### src/design/tcc_pkg.sv
// ----------------------------------------------------------------------------
// tcc_pkg
// Shared types and constants of the TS continuity counter checker.
// ----------------------------------------------------------------------------
package tcc_pkg;

  localparam int unsigned TABLE_ENTRIES_DEF = 64;
  localparam int unsigned QUEUE_DEPTH       = 2;

  localparam int unsigned PID_W = 13;
  localparam int unsigned CC_W  = 4;
  localparam int unsigned ERR_W = 32;

  localparam logic [PID_W-1:0] PID_NULL = 13'h1fff;
  localparam logic [PID_W-1:0] PID_SKIP = 13'h00ff;

  typedef enum logic [1:0] {
    AFC_RESERVED = 2'd0,
    AFC_PAYLOAD  = 2'd1,
    AFC_ADAPT    = 2'd2,
    AFC_BOTH     = 2'd3
  } afc_e;

  typedef enum logic [2:0] {
    ST_IGNORED = 3'd0,
    ST_NEW     = 3'd1,
    ST_FULL    = 3'd2,
    ST_OK      = 3'd3,
    ST_ERROR   = 3'd4
  } status_e;

  // classified header, front to back
  typedef struct packed {
    logic [PID_W-1:0] pid;
    logic [CC_W-1:0]  cc;
    afc_e             afc;
    logic             dis;
    logic             ignore;
  } item_t;

  // one tracked PID
  typedef struct packed {
    logic [PID_W-1:0] pid;
    logic [CC_W-1:0]  cc;
    logic             dis;
  } entry_t;

  typedef struct packed {
    status_e          status;
    logic [ERR_W-1:0] error_total;
  } res_t;

endpackage

### src/design/ts_continuity_counter_checker_core.sv
// ----------------------------------------------------------------------------
// ts_continuity_counter_checker_core
// Continuity counter check of MPEG-TS packet headers over a table of PIDs.
// ----------------------------------------------------------------------------
// Headers enter a two-entry queue and are handled one at a time by the table
// engine, which scans the PID table memory one entry per cycle. An ignored
// PID is answered as it leaves the queue, a tracked PID when the scan
// reaches its entry, a new PID (or a full table) after the occupied entries
// are all scanned. The table needs no clearing after reset: a fill count
// marks the occupied entries. Results wait in a two-entry output queue.
module ts_continuity_counter_checker_core #(
  parameter int unsigned TABLE_ENTRIES = tcc_pkg::TABLE_ENTRIES_DEF
) (
  input  logic                      clk_i,
  input  logic                      rst_ni,
  input  logic                      push,
  output logic                      full,
  input  logic [tcc_pkg::PID_W-1:0] packet_pid_i,
  input  logic [tcc_pkg::CC_W-1:0]  cont_count_i,
  input  logic [1:0]                adapt_ctrl_i,
  input  logic                      discont_flag_i,
  output logic                      empty,
  input  logic                      pop,
  output logic [2:0]                check_status_o,
  output logic [tcc_pkg::ERR_W-1:0] error_total_o
);

  logic                             mid_valid;
  tcc_pkg::item_t                   mid_item;
  logic                             mid_pop;
  logic                             res_push;
  logic                             res_full;
  tcc_pkg::res_t                    res;
  logic [$bits(tcc_pkg::res_t)-1:0] out_data;
  tcc_pkg::res_t                    out_res;

  tcc_front u_front (
    .clk_i          (clk_i),
    .rst_ni         (rst_ni),
    .push_i         (push),
    .packet_pid_i   (packet_pid_i),
    .cont_count_i   (cont_count_i),
    .adapt_ctrl_i   (adapt_ctrl_i),
    .discont_flag_i (discont_flag_i),
    .full_o         (full),
    .item_valid_o   (mid_valid),
    .item_o         (mid_item),
    .item_pop_i     (mid_pop)
  );

  tcc_back #(
    .TABLE_ENTRIES (TABLE_ENTRIES)
  ) u_back (
    .clk_i        (clk_i),
    .rst_ni       (rst_ni),
    .item_valid_i (mid_valid),
    .item_i       (mid_item),
    .item_pop_o   (mid_pop),
    .res_full_i   (res_full),
    .res_push_o   (res_push),
    .res_o        (res)
  );

  tcc_fifo #(
    .WIDTH ($bits(tcc_pkg::res_t)),
    .DEPTH (tcc_pkg::QUEUE_DEPTH)
  ) u_res_queue (
    .clk_i   (clk_i),
    .rst_ni  (rst_ni),
    .push_i  (res_push),
    .data_i  (res),
    .full_o  (res_full),
    .pop_i   (pop),
    .data_o  (out_data),
    .empty_o (empty)
  );

  assign out_res        = tcc_pkg::res_t'(out_data);
  assign check_status_o = out_res.status;
  assign error_total_o  = out_res.error_total;

  // engine never writes into a full result queue
  a_no_res_overflow: assert property (@(posedge clk_i) disable iff (!rst_ni)
    res_push |-> !res_full)
    else $error("result pushed into full queue");

  // an ignored PID is answered in the cycle it leaves the queue
  a_ignored_direct: assert property (@(posedge clk_i) disable iff (!rst_ni)
    (mid_pop && mid_item.ignore) |->
      (res_push && (res.status == tcc_pkg::ST_IGNORED)))
    else $error("ignored PID not answered at once");

  // a pushed result is visible at the output next cycle
  a_res_visible: assert property (@(posedge clk_i) disable iff (!rst_ni)
    res_push |=> !empty)
    else $error("result lost in output queue");

endmodule

### src/design/tcc_fifo.sv
// ----------------------------------------------------------------------------
// tcc_fifo
// Small synchronous FIFO used between the checker stages and at the output.
// ----------------------------------------------------------------------------
module tcc_fifo #(
  parameter int unsigned WIDTH = 8,
  parameter int unsigned DEPTH = tcc_pkg::QUEUE_DEPTH
) (
  input  logic             clk_i,
  input  logic             rst_ni,
  input  logic             push_i,
  input  logic [WIDTH-1:0] data_i,
  output logic             full_o,
  input  logic             pop_i,
  output logic [WIDTH-1:0] data_o,
  output logic             empty_o
);

  localparam int unsigned PTR_W = (DEPTH > 1) ? $clog2(DEPTH) : 1;
  localparam int unsigned CNT_W = $clog2(DEPTH + 1);

  logic [WIDTH-1:0] mem_q [DEPTH];
  logic [PTR_W-1:0] wr_ptr_q, wr_ptr_d;
  logic [PTR_W-1:0] rd_ptr_q, rd_ptr_d;
  logic [CNT_W-1:0] cnt_q, cnt_d;
  logic             do_push, do_pop;

  assign full_o  = (cnt_q == CNT_W'(DEPTH));
  assign empty_o = (cnt_q == '0);
  assign do_push = push_i && !full_o;
  assign do_pop  = pop_i && !empty_o;
  assign data_o  = mem_q[rd_ptr_q];

  always_comb begin
    wr_ptr_d = wr_ptr_q;
    rd_ptr_d = rd_ptr_q;
    cnt_d    = cnt_q;
    if (do_push) begin
      wr_ptr_d = (wr_ptr_q == PTR_W'(DEPTH - 1)) ? '0 : wr_ptr_q + PTR_W'(1);
    end
    if (do_pop) begin
      rd_ptr_d = (rd_ptr_q == PTR_W'(DEPTH - 1)) ? '0 : rd_ptr_q + PTR_W'(1);
    end
    if (do_push && !do_pop) begin
      cnt_d = cnt_q + CNT_W'(1);
    end else if (do_pop && !do_push) begin
      cnt_d = cnt_q - CNT_W'(1);
    end
  end

  always_ff @(posedge clk_i or negedge rst_ni) begin
    if (!rst_ni) begin
      wr_ptr_q <= '0;
      rd_ptr_q <= '0;
      cnt_q    <= '0;
    end else begin
      wr_ptr_q <= wr_ptr_d;
      rd_ptr_q <= rd_ptr_d;
      cnt_q    <= cnt_d;
    end
  end

  always_ff @(posedge clk_i) begin
    if (do_push) begin
      mem_q[wr_ptr_q] <= data_i;
    end
  end

endmodule

### src/design/tcc_front.sv
// ----------------------------------------------------------------------------
// tcc_front
// Accepts packet headers, flags ignored PIDs and queues them for the engine.
// ----------------------------------------------------------------------------
module tcc_front (
  input  logic                       clk_i,
  input  logic                       rst_ni,
  input  logic                       push_i,
  input  logic [tcc_pkg::PID_W-1:0]  packet_pid_i,
  input  logic [tcc_pkg::CC_W-1:0]   cont_count_i,
  input  logic [1:0]                 adapt_ctrl_i,
  input  logic                       discont_flag_i,
  output logic                       full_o,
  output logic                       item_valid_o,
  output tcc_pkg::item_t             item_o,
  input  logic                       item_pop_i
);

  tcc_pkg::item_t                    in_item;
  logic [$bits(tcc_pkg::item_t)-1:0] q_data;
  logic                              q_empty;

  always_comb begin
    in_item.pid    = packet_pid_i;
    in_item.cc     = cont_count_i;
    in_item.afc    = tcc_pkg::afc_e'(adapt_ctrl_i);
    in_item.dis    = discont_flag_i;
    in_item.ignore = (packet_pid_i == tcc_pkg::PID_NULL) ||
                     (packet_pid_i == tcc_pkg::PID_SKIP);
  end

  tcc_fifo #(
    .WIDTH ($bits(tcc_pkg::item_t)),
    .DEPTH (tcc_pkg::QUEUE_DEPTH)
  ) u_queue (
    .clk_i   (clk_i),
    .rst_ni  (rst_ni),
    .push_i  (push_i),
    .data_i  (in_item),
    .full_o  (full_o),
    .pop_i   (item_pop_i),
    .data_o  (q_data),
    .empty_o (q_empty)
  );

  assign item_valid_o = !q_empty;
  assign item_o       = tcc_pkg::item_t'(q_data);

endmodule

### src/design/tcc_back.sv
// ----------------------------------------------------------------------------
// tcc_back
// PID table engine: scans the table memory one entry per cycle, checks the
// continuity counter of a tracked PID, allocates new PIDs, counts errors.
// ----------------------------------------------------------------------------
module tcc_back #(
  parameter int unsigned TABLE_ENTRIES = tcc_pkg::TABLE_ENTRIES_DEF
) (
  input  logic           clk_i,
  input  logic           rst_ni,
  input  logic           item_valid_i,
  input  tcc_pkg::item_t item_i,
  output logic           item_pop_o,
  input  logic           res_full_i,
  output logic           res_push_o,
  output tcc_pkg::res_t  res_o
);

  localparam int unsigned IDX_W = (TABLE_ENTRIES > 1) ? $clog2(TABLE_ENTRIES) : 1;
  localparam int unsigned CNT_W = $clog2(TABLE_ENTRIES + 1);

  typedef enum logic [2:0] {
    S_IDLE = 3'b001,
    S_SCAN = 3'b010,
    S_MISS = 3'b100
  } state_e;

  state_e                         state_q, state_d;
  tcc_pkg::item_t                 item_q, item_d;
  logic [IDX_W-1:0]               idx_q, idx_d;
  logic [CNT_W-1:0]               fill_q, fill_d;
  logic [tcc_pkg::ERR_W-1:0]      err_q, err_d;

  tcc_pkg::entry_t                tbl_mem_q [TABLE_ENTRIES];
  tcc_pkg::entry_t                rd_entry_q;
  logic [IDX_W-1:0]               rd_addr;
  logic                           wr_en;
  logic [IDX_W-1:0]               wr_addr;
  tcc_pkg::entry_t                wr_data;

  logic [tcc_pkg::CC_W-1:0]       next_cc;
  logic [tcc_pkg::CC_W-1:0]       expect_cc;
  logic                           chk;
  logic                           mismatch;
  logic                           hit;
  logic                           last;

  // expected counter of a tracked PID
  always_comb begin
    next_cc = rd_entry_q.cc + tcc_pkg::CC_W'(1);
    unique case (item_q.afc)
      tcc_pkg::AFC_RESERVED: begin
        chk       = 1'b1;
        expect_cc = rd_entry_q.cc;
      end
      tcc_pkg::AFC_PAYLOAD: begin
        chk       = 1'b1;
        expect_cc = next_cc;
      end
      tcc_pkg::AFC_ADAPT: begin
        chk       = !item_q.dis;
        expect_cc = rd_entry_q.cc;
      end
      default: begin
        chk       = !item_q.dis && !rd_entry_q.dis;
        expect_cc = next_cc;
      end
    endcase
    mismatch = chk && (item_q.cc != expect_cc);
  end

  assign hit  = (rd_entry_q.pid == item_q.pid);
  assign last = ((CNT_W'(idx_q) + CNT_W'(1)) == fill_q);

  always_comb begin
    state_d      = state_q;
    item_d       = item_q;
    idx_d        = idx_q;
    fill_d       = fill_q;
    err_d        = err_q;
    rd_addr      = idx_q;
    wr_en        = 1'b0;
    wr_addr      = idx_q;
    wr_data.pid  = item_q.pid;
    wr_data.cc   = item_q.cc;
    wr_data.dis  = item_q.dis;
    item_pop_o   = 1'b0;
    res_push_o   = 1'b0;
    res_o.status = tcc_pkg::ST_OK;

    unique case (state_q)
      S_IDLE: begin
        // one item in flight; a free output slot stays free until it is done
        if (item_valid_i && !res_full_i) begin
          item_pop_o = 1'b1;
          item_d     = item_i;
          if (item_i.ignore) begin
            res_push_o   = 1'b1;
            res_o.status = tcc_pkg::ST_IGNORED;
          end else if (fill_q == '0) begin
            state_d = S_MISS;
          end else begin
            state_d = S_SCAN;
            idx_d   = '0;
            rd_addr = '0;
          end
        end
      end
      S_SCAN: begin
        if (hit) begin
          wr_en      = 1'b1;
          res_push_o = 1'b1;
          state_d    = S_IDLE;
          if (mismatch) begin
            err_d        = err_q + tcc_pkg::ERR_W'(1);
            res_o.status = tcc_pkg::ST_ERROR;
          end else begin
            res_o.status = tcc_pkg::ST_OK;
          end
        end else if (last) begin
          state_d = S_MISS;
        end else begin
          idx_d   = idx_q + IDX_W'(1);
          rd_addr = idx_q + IDX_W'(1);
        end
      end
      S_MISS: begin
        res_push_o = 1'b1;
        state_d    = S_IDLE;
        // entries fill from the bottom and are never freed
        if (fill_q < CNT_W'(TABLE_ENTRIES)) begin
          wr_en        = 1'b1;
          wr_addr      = fill_q[IDX_W-1:0];
          fill_d       = fill_q + CNT_W'(1);
          res_o.status = tcc_pkg::ST_NEW;
        end else begin
          res_o.status = tcc_pkg::ST_FULL;
        end
      end
      default: begin
        state_d = S_IDLE;
      end
    endcase

    res_o.error_total = err_d;
  end

  always_ff @(posedge clk_i or negedge rst_ni) begin
    if (!rst_ni) begin
      state_q <= S_IDLE;
      idx_q   <= '0;
      fill_q  <= '0;
      err_q   <= '0;
    end else begin
      state_q <= state_d;
      idx_q   <= idx_d;
      fill_q  <= fill_d;
      err_q   <= err_d;
    end
  end

  always_ff @(posedge clk_i) begin
    item_q <= item_d;
  end

  always_ff @(posedge clk_i) begin
    if (wr_en) begin
      tbl_mem_q[wr_addr] <= wr_data;
    end
  end

  always_ff @(posedge clk_i) begin
    rd_entry_q <= tbl_mem_q[rd_addr];
  end

endmodule
### config.mk
export PLATFORM = sky130hd
export DESIGN_NAME = ts_continuity_counter_checker_core
export DESIGN_NICKNAME = d
export VERILOG_FILES = /design/src/design/tcc_pkg.sv /design/src/design/ts_continuity_counter_checker_core.sv /design/src/design/tcc_fifo.sv /design/src/design/tcc_front.sv /design/src/design/tcc_back.sv
export SDC_FILE = /design/constraint.sdc
export NUM_CORES = 1
export LEC_CHECK = 0
export ABC_CLOCK_PERIOD_IN_PS = 4380
export BUFFER_PORTS_ARGS = -buffer_cell sky130_fd_sc_hd__buf_2
export CORE_UTILIZATION = 43
export DETAILED_ROUTE_END_ITERATION = 7
export GPL_TIMING_DRIVEN = 0
export SYNTH_ARGS = -nofsm -noshare
export SYNTH_HDL_FRONTEND = slang
export SYNTH_SLANG_ARGS = --single-unit
### constraint.sdc
create_clock -name clk_i -period 4.38 [get_ports clk_i]
set_clock_uncertainty 0.15 [all_clocks]
set_input_delay 0.438 -clock clk_i [delete_from_list [all_inputs] [get_ports clk_i]]
set_output_delay 0.438 -clock clk_i [all_outputs]
set_load 0.02 [all_outputs]
---- Word level (Yosys, flattened, before mapping) ----
Memory sizes are Yosys's and may differ from the RTL's. A register that Yosys moved wholly into a read port is not among the register bits.
Cells that the tools add are included.
Widths: inputs -> output; s select.
storage, ports and cells
  memories ................................ 3
  input port bits ......................... 24
  output and inout bits ................... 37
  bits in latches ......................... 0
  word-level logic and storage cells ...... 126
  memory bits (read-only) ................. 0
  register bits after elaboration ......... 76
  memory bits (writable) .................. 1264
cells by class
  shift-type cells ........................ 0
  equal/unequal tests ..................... 15
  $mul .................................... 0
  mux-type cells .......................... 47
  divide/modulo/power cells ............... 0
  $lt $le $gt $ge ......................... 1
  reductions and logical operators ........ 33
  add/sub/neg operators ................... 13
  bitwise operators ....................... 0
memory list
  name                   depth  bits a word  read ports  clocked after memory_dff  write ports  line            text
  u_back.tbl_mem_q       64     18           1           1                         1            tcc_back.sv:34  tcc_pkg::entry_t tbl_mem_q [TABLE_ENTRIES];
  u_res_queue.mem_q      2      35           1           0                         1            tcc_fifo.sv:22  logic [WIDTH-1:0] mem_q [DEPTH];
  u_front.u_queue.mem_q  2      21           1           0                         1            tcc_fifo.sv:22
operator list
  kind                   number
  $mux 32                3
  $mux 6                 7
  $add 32x1->32 const B  1
  $mux 3                 8
  $mux 1                 16
  $eq 13x13->1           1
  $eq 13x13->1 const B   1
  $eq 13x8->1 const B    1
  $mux 2                 6
  $pmux 6 s2             1
  $logic_and 1x1->1      11
  $logic_not 1->1        10
  $pmux 3 s3             1
  $add 6x1->7 const B    1
  $add 7x1->7 const B    1
  $eq 7x7->1             1
  $logic_not 7->1        1
  $lt 7x7->1 const B     1
  $add 6x1->6 const B    1
  $eq 2x2->1 const B     3
  $logic_not 2->1        3
  $pmux 3 s2             1
  $add 1x1->1 const B    4
  $add 2x1->2 const B    2
  other kinds (18)       23

---- Longest topological paths before layout ----
Gate-level depths: netlist of the first run.
  depth after elaboration ................. 10
  gate-level depth with buffers ........... 17
  gate-level depth less buffers ........... 14

---- Modules after synthesis ----
Synthesis of the first run repeated with hierarchy kept, for this count alone.
unflattened totals
  cells, all modules ...................... 3739
  area, all modules ....................... 53727.8 um^2
modules (own cells, without submodules)
  module                       instances  cells an instance  area an instance (um^2)  sequential area each (um^2)
  tcc_back                     1          3520               48998.2                  36756.5
  tcc_fifo at u_res_queue      1          128                2872.8                   2202.1
  tcc_fifo at u_front.u_queue  1          84                 1798.0                   1361.3
  tcc_front                    1          7                  58.8                     0.0

---- Worst setup path before layout of the first run ----
Ideal clock, no wire load.
  path type ............................... reg2reg
  from .................................... register u_back.item_q[13] (netlist bit)
  to ...................................... memory u_res_queue.mem_q[0][0] (netlist bit), enable pin
  buffers on the path ..................... 1
  setup slack ............................. -0.377 ns
  required time ........................... 3.799 ns
  arrival time ............................ 4.176 ns
  stages on the path, launching flop included .. 10
  setup time .............................. 0.431 ns
  clock period less this slack ............ 4.757 ns
  cells stage by stage .................... edfxtp_1 -> xnor2_1 -> nand4_1 -> nor4_1 -> and2_1 -> buf_2 -> nand2_1 -> o21ai_0 -> o2111a_1 -> nor2b_1
on the way
  word-level cells in the longest chain between the ends .. 6
RTL lines
  item                          line             text
  from (decl)                   tcc_back.sv:29   tcc_pkg::item_t item_q, item_d;
  from (signal assigned)        tcc_back.sv:163  item_q <= item_d;
  $eq 13x13->1                  tcc_back.sv:72   assign hit = (rd_entry_q.pid == item_q.pid);
  $mux 1                        tcc_back.sv:110  if (hit) begin
  $pmux 1 s3                    tcc_back.sv:91   unique case (state_q)
  $logic_and 1x1->1             tcc_fifo.sv:30   assign do_push = push_i && !full_o;
  net u_res_queue.do_push       tcc_fifo.sv:26   logic do_push, do_pop;
  $mux 1                        tcc_fifo.sv:64   if (do_push) begin
  $mux 1 (implied by the code)  tcc_fifo.sv:65   mem_q[wr_ptr_q] <= data_i;
  to (decl)                     tcc_fifo.sv:22
The timed path passes the listed nets, and every way through them passes these cells.

---- Worst setup path in the final report of the first run ----
  from .................................... register u_back.item_q[18] (netlist bit)
  to ...................................... register u_back.rd_entry_q[11] (netlist name)
on the way
  word-level cells in the longest chain between the ends .. 3
RTL lines
  item          line
  $eq 13x13->1  tcc_back.sv:72
  $mux 6        -
  $pmux 6 s2    tcc_back.sv:91
Every way passes these cells.
A chain may end at the register's enable or synchronous reset.

==> results of run 1 <==
-- cells by family (layout without fill, tap and decap cells) --
kind of cell / Yosys count / in the layout / share of synthesized area, %
flops: 1358 / 1358 / 75.05
compound gates: 471 / 471 / 6.807
xor+xnor: 72 / 72 / 1.174
fa+ha+maj: 7 / 7 / 0.1630
mux: 204 / 204 / 5.610
buf+inv: 235 / 722 / 2.208
simple gates: 1126 / 1126 / 8.992
other cells: 0 / 1 / 0
-- where the power goes --
part / total (µW) / switching [µW] / internal (µW)
registers: 16800 / 411 / 16400
clock network: 11600 / 5120 / 6530
logic: 11900 / 7420 / 4530
-- worst max-delay path by stage --
stage                                      startpoint                                 end  cells past startpoint
after floorplan           u_back.item_q[13]$_DFFE_PP_  u_res_queue.mem_q[0][31]$_DFFE_PP_                     13
after global placement    u_back.item_q[13]$_DFFE_PP_       u_back.rd_entry_q[14]$_DFF_P_                     14
after detailed placement  u_back.item_q[17]$_DFFE_PP_       u_back.rd_entry_q[14]$_DFF_P_                     15
after CTS                 u_back.item_q[18]$_DFFE_PP_   u_back.tbl_mem_q[32][3]$_DFFE_PP_                     11
after global routing      u_back.item_q[18]$_DFFE_PP_       u_back.rd_entry_q[14]$_DFF_P_                     18
final                     u_back.item_q[18]$_DFFE_PP_       u_back.rd_entry_q[11]$_DFF_P_                     19
-- state kept, by name, summed over array words and instances (netlist names) --
signal / count
u_res_queue.rd_ptr_q: 1
u_res_queue.wr_ptr_q: 1
u_back.rd_entry_q: 18
u_back.fill_q: 7
u_front.u_queue.wr_ptr_q: 1
u_back.state_q: 3
u_res_queue.cnt_q: 2
u_front.u_queue.cnt_q: 2
u_back.idx_q: 6
u_front.u_queue.mem_q: 42
u_front.u_queue.rd_ptr_q: 1
u_back.err_q: 32
u_res_queue.mem_q: 70
u_back.item_q: 20
u_back.tbl_mem_q: 1152
-- repair_timing --
action | in CTS | in global routing
endpoints found under the hold margin | 99 | 0
hold buffers | 23 | 0
pin swaps | 14 | 39
buffers inserted | 17 | 17
setup endpoints to repair | 1326 | 630
resized for setup | 276 | 171
cloned | 0 | 2
-- per-layer routing --
layer | vias up | part of all wire (%) | GRT usage, %
li1 | 14138 | - | -
met5 | - | 0 | 0
met1 | 16562 | 42 | 33.81
met3 | 239 | 8.2 | 3.990
met2 | 1458 | 47 | 36.86
met4 | 0 | 3.1 | 7.802
-- cells in the mapped netlist (3+ instances only) --
master    instances  area [µm²]
inv_1            15       56.30
xnor2_1          47       411.6
or2_2             3       18.77
a311oi_1         73       639.4
edfxtp_1       1284       38560
o211a_1           3       30.03
ha_1              7       87.58
and2_1            7       43.79
nand2b_1          7       43.79
o31ai_1           5       37.54
a211oi_1         74       555.5
nand4_1          11       68.82
o32ai_1          18       157.7
and3_1          120       750.7
clkbuf_1         97       364.1
a221oi_1         18       157.7
buf_2            73       365.4
buf_1             9       33.78
nor2_1           91       341.6
nor2b_1           3       18.77
o21a_1           18       135.1
a32o_1           20       200.2
a21o_1            4       30.03
nand3_1         130       650.6
dfrtp_1          55        1376
a32oi_1          21       183.9
nor3_1            6       30.03
a31oi_1          57       356.6
buf_6            16       180.2
mux2i_1          75       750.7
xor2_1           25       219.0
o21ai_0          28       140.1
o21ai_1           3       15.01
dfxtp_1          18       360.4
mux4_2           72        1622
mux2_2           57       641.9
a21oi_1          60       300.3
a311o_1          54       540.5
nand2_1         735        2759
buf_4            21       157.7
-- cell type report --
| type | count | area (µm²) |
|---|---|---|
| fillers | 9944 | 58360 |
| repair buffers | 230 | 3179 |
| clock buffers | 183 | 3821 |
| flip-flops and latches | 1358 | 40320 |
| well taps | 1637 | 2048 |
| inverters | 18 | 98.84 |
| diodes | 1 | 2.502 |
| repair inverters | 1 | 8.758 |
| multi-input cells | 1880 | 13760 |
| plain buffers | 213 | 1518 |
| clock inverters | 77 | 686.9 |
-- per-stage QoR --
stage,total power (µW),setup WS (ps),cell area [µm²],hold slack (ps),instances
2_1_floorplan,22380,217.2,53730,-7.591,3473
3_3_place_gp,26310,-3876,56080,305.5,5170
3_5_place_dp,27850,-2423,58590,319.6,5282
4_1_cts,39960,-205.3,64560,54.60,5581
5_1_grt,41660,-52.29,65440,107.7,5597
6_report,40400,40.01,65440,84.07,5598
==> impl_metrics.csv, run 1 <==
group,metric,value,unit
setup_path,r2r_cells,19,
detailed_routing,drt_iter0_drc,3982,
setup_path,critPathKind,"reg -> reg",
clock_tree,cts_tree,"yes",
setup_path,r2r-end,"u_back.rd_entry_q[11]$_DFF_P_",
setup_path,crit_buf_inv,8,
finish,most-common-layout-cells,"1284 x edfxtp_1, 730 x nand2_1, 148 x clkbuf_16",
finish,final_nets,3876,
finish,final_common_cell,"edfxtp_1",
detailed_routing,drt-total-wl,151.5,mm
timing,finalSetupViolCount,0,
synth,ys_ff_latch,1358,
floorplan,boundaryPins,61,
setup_path,regToRegSetupSlack,40,ps
floorplan,core_area,0.1238,mm²
setup_path,cp_max_fo,10,
pwr,ir_worst_vdd,0.0004278,V
setup_path,path_cells,"clkbuf_16 -> xnor2_1 -> nand4_1 -> nor4_4 -> buf_4 -> buf_4 -> buf_4 -> a2111oi_4 -> a31oi_4 -> and2_4 -> clkbuf_16 -> inv_4 -> buf_12 -> buf_6 -> a211oi_1 -> a31oi_1 -> o21a_1 -> o32ai_4 -> a311oi_1",
timing,finalSetupTns,0,ps
setup_path,worst_ep_required_time,4850,ps
clock_tree,cts_made_buffers,143,
placed_design,gp_congestion,0.9537,
synth,yosys_warnings,0,
timing,finalCritPeriodShare,99.09,%
global_route,grt_max_degree,36,
floorplan,die_area,0.1264,mm²
placed_design,dpl.hpwl,103.8,mm
setup_path,arrival,4810,ps
setup_path,cpMostUsedCell,"buf_4",
synth,synth_edf_count,1284,
floorplan,start_util,43.40,%
setup_path,path_delay_family,"compound AO/OA/AOI/OAI gates",
synth,postSynth.asyncResetShare,4.124,%
synth,ys_types,67,
detailed_routing,vias_per_cell,5.787,
pwr,powerDensity,617.3,mW/mm²
clock_tree,clk_pin_slew,60,ps
timing,finalHoldViolations,0,
worst_hold_path,hold_class,"in -> async",
status,status,"complete, but fails checks",
detailed_routing,num_vias,32397,
clock_tree,cts.htree.levels,4,
timing,tightest_slew,1129,ps
pwr,p_leak,0.02251,µW
global_route,grt_use_total,23.66,%
clock_tree,clock-sinks,1358,
synth,yosysSeqAreaShare,75.05,%
timing,finalCriticalPeriod,4340,ps
setup_path,r2r-start,"u_back.item_q[18]$_DFFE_PP_",
finish,syn2layout_area_growth,21.80,%
floorplan,die_h,355.5,µm
setup_path,startpoint_type,"flip-flop",
finish,finish.utilization,52.86,%
status,failed_checks,"design-rule violations",
timing,fmax,230.4,MHz
synth,syn_nets,3504,
detailed_routing,wire_per_inst,27.06,µm
clock_tree,clock_path_buffers,3,
detailed_routing,postRouteAntennaNets,0,
setup_path,cp_slowest_cell,"o32ai_4",
clock_tree,cts_root_buf,"clkbuf_16",
setup_path,max_stage_delay,570,ps
synth,synthCells,3473,
clock_tree,clk-insertion-delay-late,780,ps
synth,syn_area_per_cell,15.47,µm²
placed_design,io_buffer_count,60,
detailed_routing,first_pass_iters,8,
global_route,overflow,0,
timing,finalMaxSlewViolations,0,
floorplan,die_w,355.5,µm
floorplan,rows,129,
global_route,grt_antenna_before_repair,3,
setup_path,cp-end-kind,"flip-flop",
flow_run,drv_cap,0,
global_route,grt_pass1_vias,31279,
synth,synthesis.area,0.05373,mm²
timing,slew_headroom,24.56,%
finish,drive_gt1_share,24.34,%
synth,synth_ff_type,"edfxtp_1",
detailed_routing,drc,28,
global_route,grt_pass1_wl,216.0,mm
No activity file was read; power rests on OpenSTA's default activity.
==> run 2: changes to the inputs <==
SYNTH_HIERARCHICAL = 1   (was not set)
==> impl_metrics.csv, run 2 <==
group,metric,value,unit
timing,finalCriticalPeriod,4426,ps
detailed_routing,met2_wirelength,74.23,mm
floorplan,rows,129,
finish,regMostFlops,"u_back/tbl_mem_q",
placed_design,io_buffer_count,60,
global_route,grt_pass1_wl,225.5,mm
setup_path,path_cells,"clkbuf_16 -> buf_16 -> xnor2_1 -> nand4_1 -> nor4_2 -> buf_4 -> nand2_4 -> o32ai_1 -> nand2_1 -> nor2_2 -> buf_8",
finish,ff_latch_area,0.04032,mm²
pwr,ir_worst_vdd,0.0004417,V
synth,synth_xor_area_share,1.204,%
synth,synth_compound_area_share,5.300,%
floorplan,die_h,355.5,µm
finish,multi_input_area,0.01321,mm²
setup_path,cp-end-kind,"flip-flop",
finish,most-common-layout-cells,"1284 x edfxtp_1, 925 x nand2_1, 299 x nand3_1",
clock_tree,cts.htree.levels,4,
flow_run,drv_cap,0,
detailed_routing,vias_per_cell,5.767,
timing,slew_headroom,28.65,%
synth,yosysMostFrequentCell,"edfxtp_1",
synth,synth_area_leader_cell,"edfxtp_1",
pwr,p_leak,0.02290,µW
timing,finalHoldViolations,0,
setup_path,max_stage_delay,810,ps
pwr,total_power,39370,µW
finish,top_regs,"u_back/tbl_mem_q (1152), u_res_queue/mem_q (70), u_front/u_queue/mem_q (42)",
setup_path,crit_buf_inv,4,
finish,nFillCells,10024,
floorplan,die_w,355.5,µm
detailed_routing,wire_per_inst,26.61,µm
synth,yosysSeqAreaShare,75.04,%
detailed_routing,first_pass_iters,8,
detailed_routing,num_vias,33982,
synth,synthTopCellsByArea,"edfxtp_1 72%, nand2_1 6.5%, nand3_1 2.8%, dfrtp_1 2.6%, mux2i_1 2.1%",
synth,yosys-top-cells-count,"1284 x edfxtp_1, 926 x nand2_1, 305 x nand3_1",
finish,final_common_cell,"edfxtp_1",
setup_path,arrival,4740,ps
setup_path,path_delay_family,"simple AND/OR/NAND/NOR gates",
clock_tree,cts_tree,"yes",
synth,syn_area_per_cell,14.37,µm²
global_route,grt_antenna_before_repair,6,
detailed_routing,met3_length,13.96,mm
finish,diodes,0,
timing,finalSetupTns,-1032,ps
timing,finalCritPeriodShare,101.0,%
floorplan,core_area,0.1238,mm²
placed_design,dpl.hpwl,108.4,mm
synth,synthCells,3739,
clock_tree,clock-sinks,1358,
timing,fin_ws,-45.94,ps
detailed_routing,drt-met1-wl,62.13,mm
floorplan,start_util,43.40,%
detailed_routing,drc,18,
detailed_routing,dr.max_layer_used,"met5",
synth,synthMuxAreaShare,3.656,%
clock_tree,clk_pin_slew,60,ps
clock_tree,clk-insertion-delay-late,790,ps
timing,rsz0062_at_grt,"yes",
floorplan,boundaryPins,61,
detailed_routing,drt-total-wl,156.8,mm
finish,finish.utilization,52.57,%
placed_design,gp_congestion,0.9797,
setup_path,startpoint_type,"flip-flop",
synth,ys_ff_latch,1358,
finish,final_nets,4175,
clock_tree,cts_root_buf,"clkbuf_16",
timing,fmax,225.9,MHz
status,status,"complete, but fails checks",
synth,synth_fa_ha_area_share,0.1630,%
finish,largest_register_ff_count,1152,
worst_hold_path,hold_class,"in -> async",
finish,drive_gt1_share,20.82,%
pwr,powerDensity,604.9,mW/mm²
synth,yosys_warnings,6,
timing,finalMaxSlewViolations,0,
timing,finalSetupViolCount,30,
floorplan,die_area,0.1264,mm²
synth,ys_types,80,
synth,synth_edf_count,1284,
detailed_routing,drt_iter0_drc,4467,
synth,postSynth.asyncResetShare,4.124,%
setup_path,cp_max_fo,21,
clock_tree,clock_path_buffers,3,
synth,synth_ff_type,"edfxtp_1",
setup_path,cp_slowest_cell,"nand2_1",
synth,synth_top_family_by_area,"simple AND/OR/NAND/NOR gates",
clock_tree,cts_made_buffers,143,
status,failed_checks,"design-rule violations, negative setup slack",
finish,syn2layout_area_growth,21.14,%
timing,tightest_slew,1070,ps
global_route,grt_use_total,24.72,%
global_route,grt_pass1_vias,32599,
synth,synth_top_area_share,71.76,%
setup_path,critPathKind,"reg -> reg",
synth,synthesis.area,0.05373,mm²
setup_path,worst_ep_required_time,4700,ps
synth,synth_simple_gate_area_share,12.32,%
synth,syn_nets,3770,
global_route,grt_max_degree,57,
global_route,overflow,0,
detailed_routing,postRouteAntennaNets,0,
[run 2: layout make-up]
| cell class | instances | area share [%] |
|---|---|---|
| buffer | 219 | 2.328 |
| clock buffer | 191 | 5.935 |
| clock inverter | 65 | 0.8497 |
| inverter | 17 | 0.1500 |
| multi-input combinational | 2142 | 20.30 |
| sequential | 1358 | 61.96 |
| tap | 1637 | 3.147 |
| timing repair buffer | 263 | 5.329 |
[run 2: what timing repair did]
action | in CTS | in global routing
resized for setup | 260 | 85
setup endpoints to repair | 916 | 564
hold buffers | 23 | 0
gates cloned | 1 | 2
hold endpoints to repair | 101 | 0
pin swaps | 35 | 14
buffers inserted | 40 | 23
[run 2: cell families after synthesis]
logic type,after synthesis
and+or+nand+nor,1507
DFF,1358
AOI/OAI and AO/OA,384
buffers and inverters,239
muxes,171
xor gates and xnor gates,73
adders and majority gates,7
[run 2: worst paths after layout]
check	slack (ps)	endpoint	start	depth (start not counted)
min reg2reg	340	u_back/err_q[31]$_DFF_PN0_	u_back/err_q[31]$_DFF_PN0_	1
max reg2reg	-50	u_back/tbl_mem_q[40][9]$_DFFE_PP_	u_back/item_q[8]$_DFFE_PP_	11
min	160	u_back/err_q[12]$_DFF_PN0_	rst_ni	2
max	-50	u_back/tbl_mem_q[40][9]$_DFFE_PP_	u_back/item_q[8]$_DFFE_PP_	11
max in group asynchronous	3360	u_back/idx_q[1]$_DFF_PN0_	rst_ni	2
min in group clk_i	250	u_front/u_queue/mem_q[1][1]$_DFFE_PP_	discont_flag_i	2
[run 2: worst register-to-register path: stages (launching register included)]
cell       delay [ps]
edfxtp_1          510
clkbuf_16         230
buf_16            180
xnor2_1           160
nand4_1           120
nor4_2            150
buf_4             170
nand2_4           110
o32ai_1           650
nand2_1           810
nor2_2            660
buf_8             230
[run 2: power breakdown]
| group | switching (µW) | total [µW] | leakage [µW] | internal (µW) |
|---|---|---|---|---|
| Clock | 4950 | 11500 | 0.00215 | 6570 |
| Sequential | 380 | 16900 | 0.0125 | 16500 |
| Combinational | 7010 | 11000 | 0.00827 | 3980 |
[run 2: metrics by stage]
stage          hold slack, ps  setup WS, ps  instance area [µm²]  instances
2_1_floorplan          -7.591         480.7                53730       3739
3_3_place_gp            321.1         -3112                56080       5436
3_5_place_dp            331.9         -1505                58580       5550
4_1_cts                 200.7        -121.2                64600       5870
5_1_grt                 197.4        -72.82                65080       5892
6_report                161.7        -45.94                65080       5892
[run 2: metal layers]
| layer | vias up | global-route usage, % |
|---|---|---|
| met2 | 1714 | 39.47 |
| met3 | 308 | 4.994 |
| li1 | 14920 | - |
| met5 | - | 0 |
| met1 | 17032 | 33.23 |
| met4 | 8 | 9.767 |
